--- src/rtl/core/tcls_pkg.sv ---
// Shared types, event codes and sequencer states of the touch tap classifier.
package tcls_pkg;

  // Event types and codes
  localparam logic [15:0] EVT_SYN     = 16'h0000;
  localparam logic [15:0] EVT_KEY     = 16'h0001;
  localparam logic [15:0] EVT_ABS     = 16'h0003;
  localparam logic [15:0] CODE_MT_X   = 16'h0035;
  localparam logic [15:0] CODE_MT_Y   = 16'h0036;
  localparam logic [15:0] CODE_TOUCH  = 16'h014A;
  localparam logic [15:0] CODE_REPORT = 16'h0000;

  // Result kinds
  localparam logic [1:0] KIND_DOWN = 2'd0;
  localparam logic [1:0] KIND_UP   = 2'd1;
  localparam logic [1:0] KIND_MOVE = 2'd2;

  // Configuration register indexes
  localparam int CFG_IDX_W = 3;
  localparam logic [CFG_IDX_W-1:0] CFG_RAW_X_LOW     = 3'd0;
  localparam logic [CFG_IDX_W-1:0] CFG_RAW_X_HIGH    = 3'd1;
  localparam logic [CFG_IDX_W-1:0] CFG_RAW_Y_LOW     = 3'd2;
  localparam logic [CFG_IDX_W-1:0] CFG_RAW_Y_HIGH    = 3'd3;
  localparam logic [CFG_IDX_W-1:0] CFG_SCREEN_WIDTH  = 3'd4;
  localparam logic [CFG_IDX_W-1:0] CFG_SCREEN_HEIGHT = 3'd5;
  localparam logic [CFG_IDX_W-1:0] CFG_MOVE_LIMIT    = 3'd6;
  localparam int CFG_DATA_W = 32;

  // Screen size limits and divider shape
  localparam int SIZE_W = 13;
  localparam logic [SIZE_W-1:0] SIZE_MAX = 13'd4096;
  localparam int POS_W = 12;
  localparam int DIV_STEPS = POS_W;
  localparam int CNT_W = 4;
  localparam int PROD_W = 44;

  typedef struct packed {
    logic [15:0]        ev_type;
    logic [15:0]        ev_code;
    logic signed [31:0] ev_value;
  } ev_t;

  typedef struct packed {
    logic [1:0]       touch_kind;
    logic [POS_W-1:0] screen_x;
    logic [POS_W-1:0] screen_y;
    logic             is_tap;
  } res_t;

  typedef enum logic [3:0] {
    ST_IDLE,
    ST_TAP_D,
    ST_TAP_LO,
    ST_TAP_HI,
    ST_DIFF,
    ST_SPAN,
    ST_SAT,
    ST_LOAD,
    ST_DIV,
    ST_STORE,
    ST_DONE
  } state_t;

endpackage

--- src/rtl/core/touch_event_tap_classifier.sv ---
// Touch event tap classifier: event decode, shared subtractor, sequencer and scaling divider.
//
// Input events (type, code, value) arrive on in_valid / in_stall / in_data, one beat each.
// Results (kind, screen X, screen Y, tap flag) leave on out_valid / out_stall / out_data.
// Position events and ignored events are taken while idle and give no result.
// A touch press, a release or a sync report while held runs the sequencer: one shared
// 34-bit subtractor forms differences and spans, then does a 12-step restoring division
// per axis after one multiplication by the screen size. A release with the finger held
// first runs the tap compares on both axes. The next event beat is taken only once the
// sequencer is back in idle.
// in_stall is high while the sequencer runs; the next event is taken once the result
// sits in the output register, even while that register is still stalled.
// A stalled result holds out_data; a finished result waits in the sequencer until
// the output register frees up.
// Configuration is written through cfg_wen / cfg_index / cfg_data; the user must write it
// only while idle, since the block does not enforce this. Screen sizes are fitted to
// 1..4096 when written, indexes beyond the list are dropped. Reset (rst, synchronous)
// restores the register defaults, clears positions, the held flag and the output valid.
module touch_event_tap_classifier (
  input  logic                                clk,
  input  logic                                rst,
  input  logic                                in_valid,
  output logic                                in_stall,
  input  tcls_pkg::ev_t                       in_data,
  output logic                                out_valid,
  input  logic                                out_stall,
  output tcls_pkg::res_t                      out_data,
  input  logic                                cfg_wen,
  input  logic [tcls_pkg::CFG_IDX_W-1:0]      cfg_index,
  input  logic [tcls_pkg::CFG_DATA_W-1:0]     cfg_data
);

  // Configuration
  logic signed [31:0]              raw_x_low, raw_x_high, raw_y_low, raw_y_high;
  logic [tcls_pkg::SIZE_W-1:0]     screen_width, screen_height;
  logic [30:0]                     move_limit;

  // Tracking state
  logic signed [31:0] pos_x_latest, pos_y_latest, press_x, press_y;
  logic               finger_held;

  // Sequencer and datapath
  tcls_pkg::state_t               state, state_next;
  logic                           axis;
  logic [1:0]                     kind;
  logic                           tap;
  logic signed [32:0]             dlt;
  logic signed [32:0]             diff;
  logic [31:0]                    span;
  logic                           neg, sat;
  logic [tcls_pkg::PROD_W-1:0]    prod;
  logic [31:0]                    rem;
  logic [tcls_pkg::POS_W-1:0]     low;
  logic [tcls_pkg::CNT_W-1:0]     cnt;
  logic [tcls_pkg::POS_W-1:0]     res_x, res_y;

  // Shared subtractor and multiplier
  logic signed [33:0] sub_a, sub_b, sub_y;
  logic signed [46:0] mul_y;

  // Axis selection
  logic signed [31:0]          lat_ax, press_ax, lo_ax, hi_ax;
  logic [tcls_pkg::SIZE_W-1:0] size_ax;
  logic [tcls_pkg::SIZE_W-1:0] size_m1;
  logic [tcls_pkg::POS_W-1:0]  pos_res;
  logic [tcls_pkg::SIZE_W-1:0] size_fit;

  // Event decode
  logic in_fire, is_abs, is_touch, val_one, val_zero, is_sync, out_free;

  assign lat_ax   = axis ? pos_y_latest : pos_x_latest;
  assign press_ax = axis ? press_y : press_x;
  assign lo_ax    = axis ? raw_y_low : raw_x_low;
  assign hi_ax    = axis ? raw_y_high : raw_x_high;
  assign size_ax  = axis ? screen_height : screen_width;
  assign size_m1  = size_ax - tcls_pkg::SIZE_W'(1);

  assign sub_y = sub_a - sub_b;
  assign mul_y = 47'(diff) * $signed({1'b0, size_ax});

  assign in_fire  = in_valid && !in_stall;
  assign is_abs   = in_data.ev_type == tcls_pkg::EVT_ABS;
  assign is_touch = (in_data.ev_type == tcls_pkg::EVT_KEY) &&
                    (in_data.ev_code == tcls_pkg::CODE_TOUCH);
  assign val_one  = in_data.ev_value == 32'sd1;
  assign val_zero = in_data.ev_value == 32'sd0;
  assign is_sync  = (in_data.ev_type == tcls_pkg::EVT_SYN) &&
                    (in_data.ev_code == tcls_pkg::CODE_REPORT) && finger_held;
  assign out_free = !out_valid || !out_stall;

  // Clamp the scaled position: below zero to zero, past the edge to size minus one
  assign pos_res = neg ? '0 : (sat ? size_m1[tcls_pkg::POS_W-1:0] : low);

  // Fit a written screen size into 1..4096
  always_comb begin
    size_fit = cfg_data[tcls_pkg::SIZE_W-1:0];
    if (size_fit == '0) begin
      size_fit = tcls_pkg::SIZE_W'(1);
    end else if (size_fit > tcls_pkg::SIZE_MAX) begin
      size_fit = tcls_pkg::SIZE_MAX;
    end
  end

  // Hold the state register
  always_ff @(posedge clk) begin
    if (rst) begin
      state <= tcls_pkg::ST_IDLE;
    end else begin
      state <= state_next;
    end
  end

  // Pick next state and subtractor operands
  always_comb begin
    state_next = state;
    in_stall   = 1'b1;
    sub_a      = '0;
    sub_b      = '0;
    unique case (state)
      tcls_pkg::ST_IDLE: begin
        in_stall = 1'b0;
        if (in_valid) begin
          if (is_touch && val_one) begin
            state_next = tcls_pkg::ST_DIFF;
          end else if (is_touch && val_zero) begin
            state_next = finger_held ? tcls_pkg::ST_TAP_D : tcls_pkg::ST_DIFF;
          end else if (!is_abs && is_sync) begin
            state_next = tcls_pkg::ST_DIFF;
          end
        end
      end
      tcls_pkg::ST_TAP_D: begin
        sub_a      = 34'(lat_ax);
        sub_b      = 34'(press_ax);
        state_next = tcls_pkg::ST_TAP_LO;
      end
      tcls_pkg::ST_TAP_LO: begin
        sub_a      = 34'(dlt);
        sub_b      = $signed({3'b000, move_limit});
        state_next = tcls_pkg::ST_TAP_HI;
      end
      tcls_pkg::ST_TAP_HI: begin
        sub_a      = 34'(dlt);
        sub_b      = -$signed({3'b000, move_limit});
        state_next = axis ? tcls_pkg::ST_DIFF : tcls_pkg::ST_TAP_D;
      end
      tcls_pkg::ST_DIFF: begin
        sub_a      = 34'(lat_ax);
        sub_b      = 34'(lo_ax);
        state_next = tcls_pkg::ST_SPAN;
      end
      tcls_pkg::ST_SPAN: begin
        sub_a      = 34'(hi_ax);
        sub_b      = 34'(lo_ax);
        state_next = tcls_pkg::ST_SAT;
      end
      tcls_pkg::ST_SAT: begin
        sub_a      = 34'(diff);
        sub_b      = $signed({2'b00, span});
        state_next = tcls_pkg::ST_LOAD;
      end
      tcls_pkg::ST_LOAD: begin
        state_next = tcls_pkg::ST_DIV;
      end
      tcls_pkg::ST_DIV: begin
        sub_a = $signed({1'b0, rem, low[tcls_pkg::POS_W-1]});
        sub_b = $signed({2'b00, span});
        if (cnt == tcls_pkg::CNT_W'(tcls_pkg::DIV_STEPS - 1)) begin
          state_next = tcls_pkg::ST_STORE;
        end
      end
      tcls_pkg::ST_STORE: begin
        state_next = axis ? tcls_pkg::ST_DONE : tcls_pkg::ST_DIFF;
      end
      tcls_pkg::ST_DONE: begin
        if (out_free) begin
          state_next = tcls_pkg::ST_IDLE;
        end
      end
      default: begin
        state_next = tcls_pkg::ST_IDLE;
      end
    endcase
  end

  // Write configuration registers
  always_ff @(posedge clk) begin
    if (rst) begin
      raw_x_low     <= 32'sd0;
      raw_x_high    <= 32'sd4095;
      raw_y_low     <= 32'sd0;
      raw_y_high    <= 32'sd4095;
      screen_width  <= tcls_pkg::SIZE_W'(1080);
      screen_height <= tcls_pkg::SIZE_W'(2400);
      move_limit    <= 31'd20;
    end else if (cfg_wen) begin
      unique case (cfg_index)
        tcls_pkg::CFG_RAW_X_LOW:     raw_x_low     <= $signed(cfg_data);
        tcls_pkg::CFG_RAW_X_HIGH:    raw_x_high    <= $signed(cfg_data);
        tcls_pkg::CFG_RAW_Y_LOW:     raw_y_low     <= $signed(cfg_data);
        tcls_pkg::CFG_RAW_Y_HIGH:    raw_y_high    <= $signed(cfg_data);
        tcls_pkg::CFG_SCREEN_WIDTH:  screen_width  <= size_fit;
        tcls_pkg::CFG_SCREEN_HEIGHT: screen_height <= size_fit;
        tcls_pkg::CFG_MOVE_LIMIT:    move_limit    <= cfg_data[30:0];
        default: ;
      endcase
    end
  end

  // Track positions, press point and held flag
  always_ff @(posedge clk) begin
    if (rst) begin
      pos_x_latest <= 32'sd0;
      pos_y_latest <= 32'sd0;
      press_x      <= 32'sd0;
      press_y      <= 32'sd0;
      finger_held  <= 1'b0;
    end else if (in_fire) begin
      if (is_abs) begin
        if (in_data.ev_code == tcls_pkg::CODE_MT_X) begin
          pos_x_latest <= in_data.ev_value;
        end else if (in_data.ev_code == tcls_pkg::CODE_MT_Y) begin
          pos_y_latest <= in_data.ev_value;
        end
      end else if (is_touch && val_one) begin
        finger_held <= 1'b1;
        press_x     <= pos_x_latest;
        press_y     <= pos_y_latest;
      end else if (is_touch && val_zero) begin
        finger_held <= 1'b0;
      end
    end
  end

  // Advance the datapath under the sequencer
  always_ff @(posedge clk) begin
    unique case (state)
      tcls_pkg::ST_IDLE: begin
        axis <= 1'b0;
        if (is_touch && val_one) begin
          kind <= tcls_pkg::KIND_DOWN;
          tap  <= 1'b0;
        end else if (is_touch && val_zero) begin
          kind <= tcls_pkg::KIND_UP;
          tap  <= finger_held;
        end else begin
          kind <= tcls_pkg::KIND_MOVE;
          tap  <= 1'b0;
        end
      end
      tcls_pkg::ST_TAP_D: begin
        dlt <= sub_y[32:0];
      end
      tcls_pkg::ST_TAP_LO: begin
        // drop the tap when the move reaches the limit upward
        if (!sub_y[33]) begin
          tap <= 1'b0;
        end
      end
      tcls_pkg::ST_TAP_HI: begin
        // drop the tap when the move reaches the limit downward
        if (sub_y[33] || sub_y == '0) begin
          tap <= 1'b0;
        end
        axis <= !axis;
      end
      tcls_pkg::ST_DIFF: begin
        diff <= sub_y[32:0];
      end
      tcls_pkg::ST_SPAN: begin
        // treat a span below one as one
        if (sub_y[33] || sub_y == '0) begin
          span <= 32'd1;
        end else begin
          span <= sub_y[31:0];
        end
      end
      tcls_pkg::ST_SAT: begin
        neg  <= diff[32];
        sat  <= !sub_y[33];
        prod <= mul_y[tcls_pkg::PROD_W-1:0];
      end
      tcls_pkg::ST_LOAD: begin
        rem <= prod[tcls_pkg::PROD_W-1:tcls_pkg::POS_W];
        low <= prod[tcls_pkg::POS_W-1:0];
        cnt <= '0;
      end
      tcls_pkg::ST_DIV: begin
        // one restoring step: quotient bit shifts into the low word
        if (!sub_y[33]) begin
          rem <= sub_y[31:0];
        end else begin
          rem <= {rem[30:0], low[tcls_pkg::POS_W-1]};
        end
        low <= {low[tcls_pkg::POS_W-2:0], !sub_y[33]};
        cnt <= cnt + tcls_pkg::CNT_W'(1);
      end
      tcls_pkg::ST_STORE: begin
        if (axis) begin
          res_y <= pos_res;
        end else begin
          res_x <= pos_res;
        end
        axis <= 1'b1;
      end
      default: ;
    endcase
  end

  // Load the output register and drop valid once the beat is taken
  always_ff @(posedge clk) begin
    if (rst) begin
      out_valid <= 1'b0;
    end else if (state == tcls_pkg::ST_DONE && out_free) begin
      out_valid <= 1'b1;
    end else if (!out_stall) begin
      out_valid <= 1'b0;
    end
  end

  always_ff @(posedge clk) begin
    if (state == tcls_pkg::ST_DONE && out_free) begin
      out_data.touch_kind <= kind;
      out_data.screen_x   <= res_x;
      out_data.screen_y   <= res_y;
      out_data.is_tap     <= tap;
    end
  end

endmodule

--- config.mk ---
export PLATFORM = sky130hd
export DESIGN_NAME = touch_event_tap_classifier
export DESIGN_NICKNAME = d
export VERILOG_FILES = /design/src/rtl/core/tcls_pkg.sv /design/src/rtl/core/touch_event_tap_classifier.sv
export SDC_FILE = /design/constraint.sdc
export NUM_CORES = 2
export LEC_CHECK = 0
export ABC_AREA = 0
export BUFFER_PORTS_ARGS = -buffer_cell sky130_fd_sc_hd__buf_2
export CAP_MARGIN = 25
export CORE_UTILIZATION = 57
export CTS_CLUSTER_SIZE = 30
export DETAILED_ROUTE_END_ITERATION = 8
export GPL_ROUTABILITY_DRIVEN = 0
export PLACE_DENSITY = 0.82
export SLEW_MARGIN = 30
export SYNTH_ARGS = -nofsm -noshare
export SYNTH_HDL_FRONTEND = slang
export SYNTH_SLANG_ARGS = --single-unit
--- constraint.sdc ---
create_clock -name clk -period 11.25 [get_ports clk]
set_input_delay 2.25 -clock clk [delete_from_list [all_inputs] [get_ports clk]]
set_output_delay 2.25 -clock clk [all_outputs]
set_load 0.01 [all_outputs]
==> impl_summary.log <==
[metrics] run status: finished clean
[metrics] maximum fanout encountered on the critical timing path: 43
[metrics] clock sink total: 566
[metrics] buffers from clock root to sink, at most: 3
[metrics] most frequent cell on the critical path: fa_1
[metrics] average vias per placed instance: 5.999
[metrics] ratio of total power to cell area: 116.7 nW/um2
[metrics] sum of negative setup slack: 0 ns
[metrics] average footprint of a synthesized cell: 9.289 um2
[metrics] Slowest-stage cell, CP: edfxtp_1
[metrics] core footprint: 68950 um2
[metrics] unrepaired setup endpoints after global routing: no
[metrics] average wire per standard cell: 20.49 um
[metrics] setup bufs post-CTS: 0
[metrics] most common flop cell mapped by yosys: dfxtp_1
[metrics] most frequent cells after synthesis: nand2_1, inv_1, fa_1
[metrics] number of synthesized flops with an enable pin: 247
[metrics] clock latency on the worst-skew pair: 0.64 ns
[metrics] total wire length: 108.0 mm
[metrics] type of the most critical hold path: flip-flop to flip-flop
[metrics] cell count after synthesis: 4305
[metrics] kind of end point of the critical path: flip-flop
[metrics] overflow left after global routing: 0
[metrics] count of instances resized after the clock tree is built: 0
[metrics] buffer type at the clock tree root: clkbuf_16
[metrics] Multi-input gate area: 23580 um2
[metrics] Max VDD drop: 0.0001178 V
[metrics] Leakage Power: 17.96 nW
[metrics] hold-fix buffers at CTS: 0
[metrics] data required time at the worst endpoint: 11.61 ns
[metrics] Area growth, synth to finish: 7.894%
[metrics] initial antenna violation count: 1
[metrics] Crit path largest cell delay: 0.89 ns
[metrics] number of endpoints with negative hold slack in the final report: 0
[metrics] top post-synthesis cells by area: fa_1, edfxtp_1, dfxtp_1
[metrics] Post-Route Utilization: 0.6258
[metrics] cell type contributing the most total cell area after synthesis: fa_1
[metrics] Critical Path Source Type: flip-flop
[metrics] fraction of final layout cells sized beyond drive strength 1: 0.08393
[metrics] # port buffers: 132
[metrics] number of synthesis warnings: 0
[metrics] Worst Path Arrival: 9.23 ns
[metrics] peak clock frequency supported by timing: 112.7 MHz
[metrics] worst max-slew margin expressed relative to the limit: 0.3072
[metrics] share of flip-flops with an asynchronous set or reset: 0
[metrics] number of inserted filler cells in the final layout: 5469
[metrics] number of design-rule violations left by the first detailed-router iteration: 3673
[metrics] DPL Wire Length: 77.28 mm
[metrics] total standard cell area after synthesis: 39990 um2
[metrics] Period Utilization, post-route: 0.7887
[metrics] placement row count: 96
[metrics] top cell type's share of synthesized area: 0.1867
[metrics] GRT Resource Usage Total: 0.3079
[metrics] pins over their slew limit: 0
[metrics] area of the die: 71220 um2
[metrics] antenna viol nets, final: 0
[metrics] clock-pin slew reported for the worst setup and hold paths after clock tree synthesis: 0.07 ns
[metrics] pin count of the biggest net entering global routing: 99
[metrics] number of global-route vias before repair: 31500
[metrics] total number of nets in the final design: 4905
[metrics] worst-margin pin slew: 1.038 ns
[metrics] clock tree from TritonCTS: built
[metrics] horizontal die dimension: 266.9 um
[metrics] WS Path Type: flip-flop to flip-flop
[metrics] drt drc: 0
[metrics] detailed-routing iteration count for the pre-antenna-repair pass: 6
[metrics] share of synthesized area occupied by flip-flops and latches: 0.3452
[metrics] most common cell in the synthesized netlist: nand2_1
[metrics] H-tree levels: 2
[metrics] I/O pin count: 133
[metrics] combined flip-flop and latch cell area: 13800 um2
[metrics] flip-flop and latch count after synthesis: 566
[metrics] via count of the routed design: 31610
[metrics] post-synth cell types: 79
[metrics] # Max-Cap Violations: 0
[metrics] antenna fix cells: 0
[metrics] final number of setup-violating endpoints: 0
[metrics] Max Clock Skew: 0.03720 ns
[metrics] wire length of the first global-routing pass: 171.5 mm
[metrics] Mapped Nets: 4919
[metrics] number of CTS-inserted buffers: 55
[metrics] shortest period the worst path allows: 8.873 ns
[metrics] initial core utilization: 0.5800
[metrics] die outline height: 266.9 um
report_power, final:
group / total (mW) / leakage (nW) / switching (mW) / internal, mW
Combinational: 0.979 / 12.2 / 0.583 / 0.396
Sequential: 2.20 / 4.83 / 0.0108 / 2.19
Clock: 1.86 / 0.904 / 0.825 / 1.04
layout by cell type (no fill, tap or decap), types with 53 or more instances in the layout:
master and n:
xnor2_1 88, nor2b_1 168, a221oi_1 55, edfxtp_1 247, nor2_1 170, ha_1 137, inv_1 465, o21ai_0 114
nand2_1 833, nand3_1 53, a21oi_1 305, fa_1 373, buf_2 131, dfxtp_1 319, mux2i_1 207, clkbuf_16 57
kinds of logic after synthesis:
group,share of synthesized area
adders and majority gates,0.2296
xor gates and xnor gates,0.02672
DFF,0.3452
buffers and inverters,0.06868
and+or+nand+nor,0.1675
AOI/OAI and AO/OA,0.1065
muxes,0.05588
critical path, delay by kind of cell (launching register included):
family	cells	cell delay, ns
AO/OA/AOI/OAI	9	2.51
adder cells (fa/ha/maj)	7	3.02
buffers and inverters	6	1.42
multiplexers	1	0.33
flip-flops	1	0.89
XOR/XNOR	1	0.08
AND/OR/NAND/NOR	2	0.30
registers in the layout (all words and copies together) (netlist names), 12 cells and up:
name           flops
diff              33
dlt               33
low               12
move_limit        31
out_data          27
pos_x_latest      32
pos_y_latest      32
press_x           32
press_y           32
prod              44
raw_x_high        32
raw_x_low         32
raw_y_high        32
raw_y_low         32
rem               32
res_x             12
res_y             12
screen_height     13
screen_width      13
span              32
worst paths after layout:
kind	startpoint	end	slack (ns)	depth (start not counted)
worst max register to register	axis	prod[40]	2.38	26
worst min register to register	res_y[2]	out_data[3]	0.42	0
worst min-delay path	res_y[2]	out_data[3]	0.42	0
worst max-delay path	axis	prod[40]	2.38	26
final cells by class:
class / instances / area share
Clock buffer: 80 / 0.03784
Inverter: 467 / 0.04066
Tap cell: 931 / 0.02700
Sequential cell: 566 / 0.3199
Timing Repair Buffer: 174 / 0.02355
Clock inverter: 23 / 0.004408
Multi-Input combinational cell: 3027 / 0.5466
metrics by stage:
step	std cells	area, um2	worst slack (ns)	hold slack, ns	power [mW]
floorplan	4305	39990	3.381	0.4003	2.948
global placement	5163	41260	2.743	0.4018	3.179
detailed placement	5164	41280	2.508	0.4045	3.208
CTS	5267	43100	2.412	0.4193	5.027
global route	5268	43150	1.989	0.4265	5.245
finish	5268	43150	2.377	0.4186	5.036
metal layers:
| layer | track usage | wire [um] | vias to the layer above |
|---|---|---|---|
| li1 | - | - | 14110 |
| met1 | 0.4035 | 41340 | 15440 |
| met2 | 0.4952 | 49890 | 1703 |
| met3 | 0.05554 | 11070 | 347 |
| met4 | 0.1451 | 5647 | 2 |
| met5 | 0 | 13 | - |
Note: power is estimated with default switching activity, not from simulation.
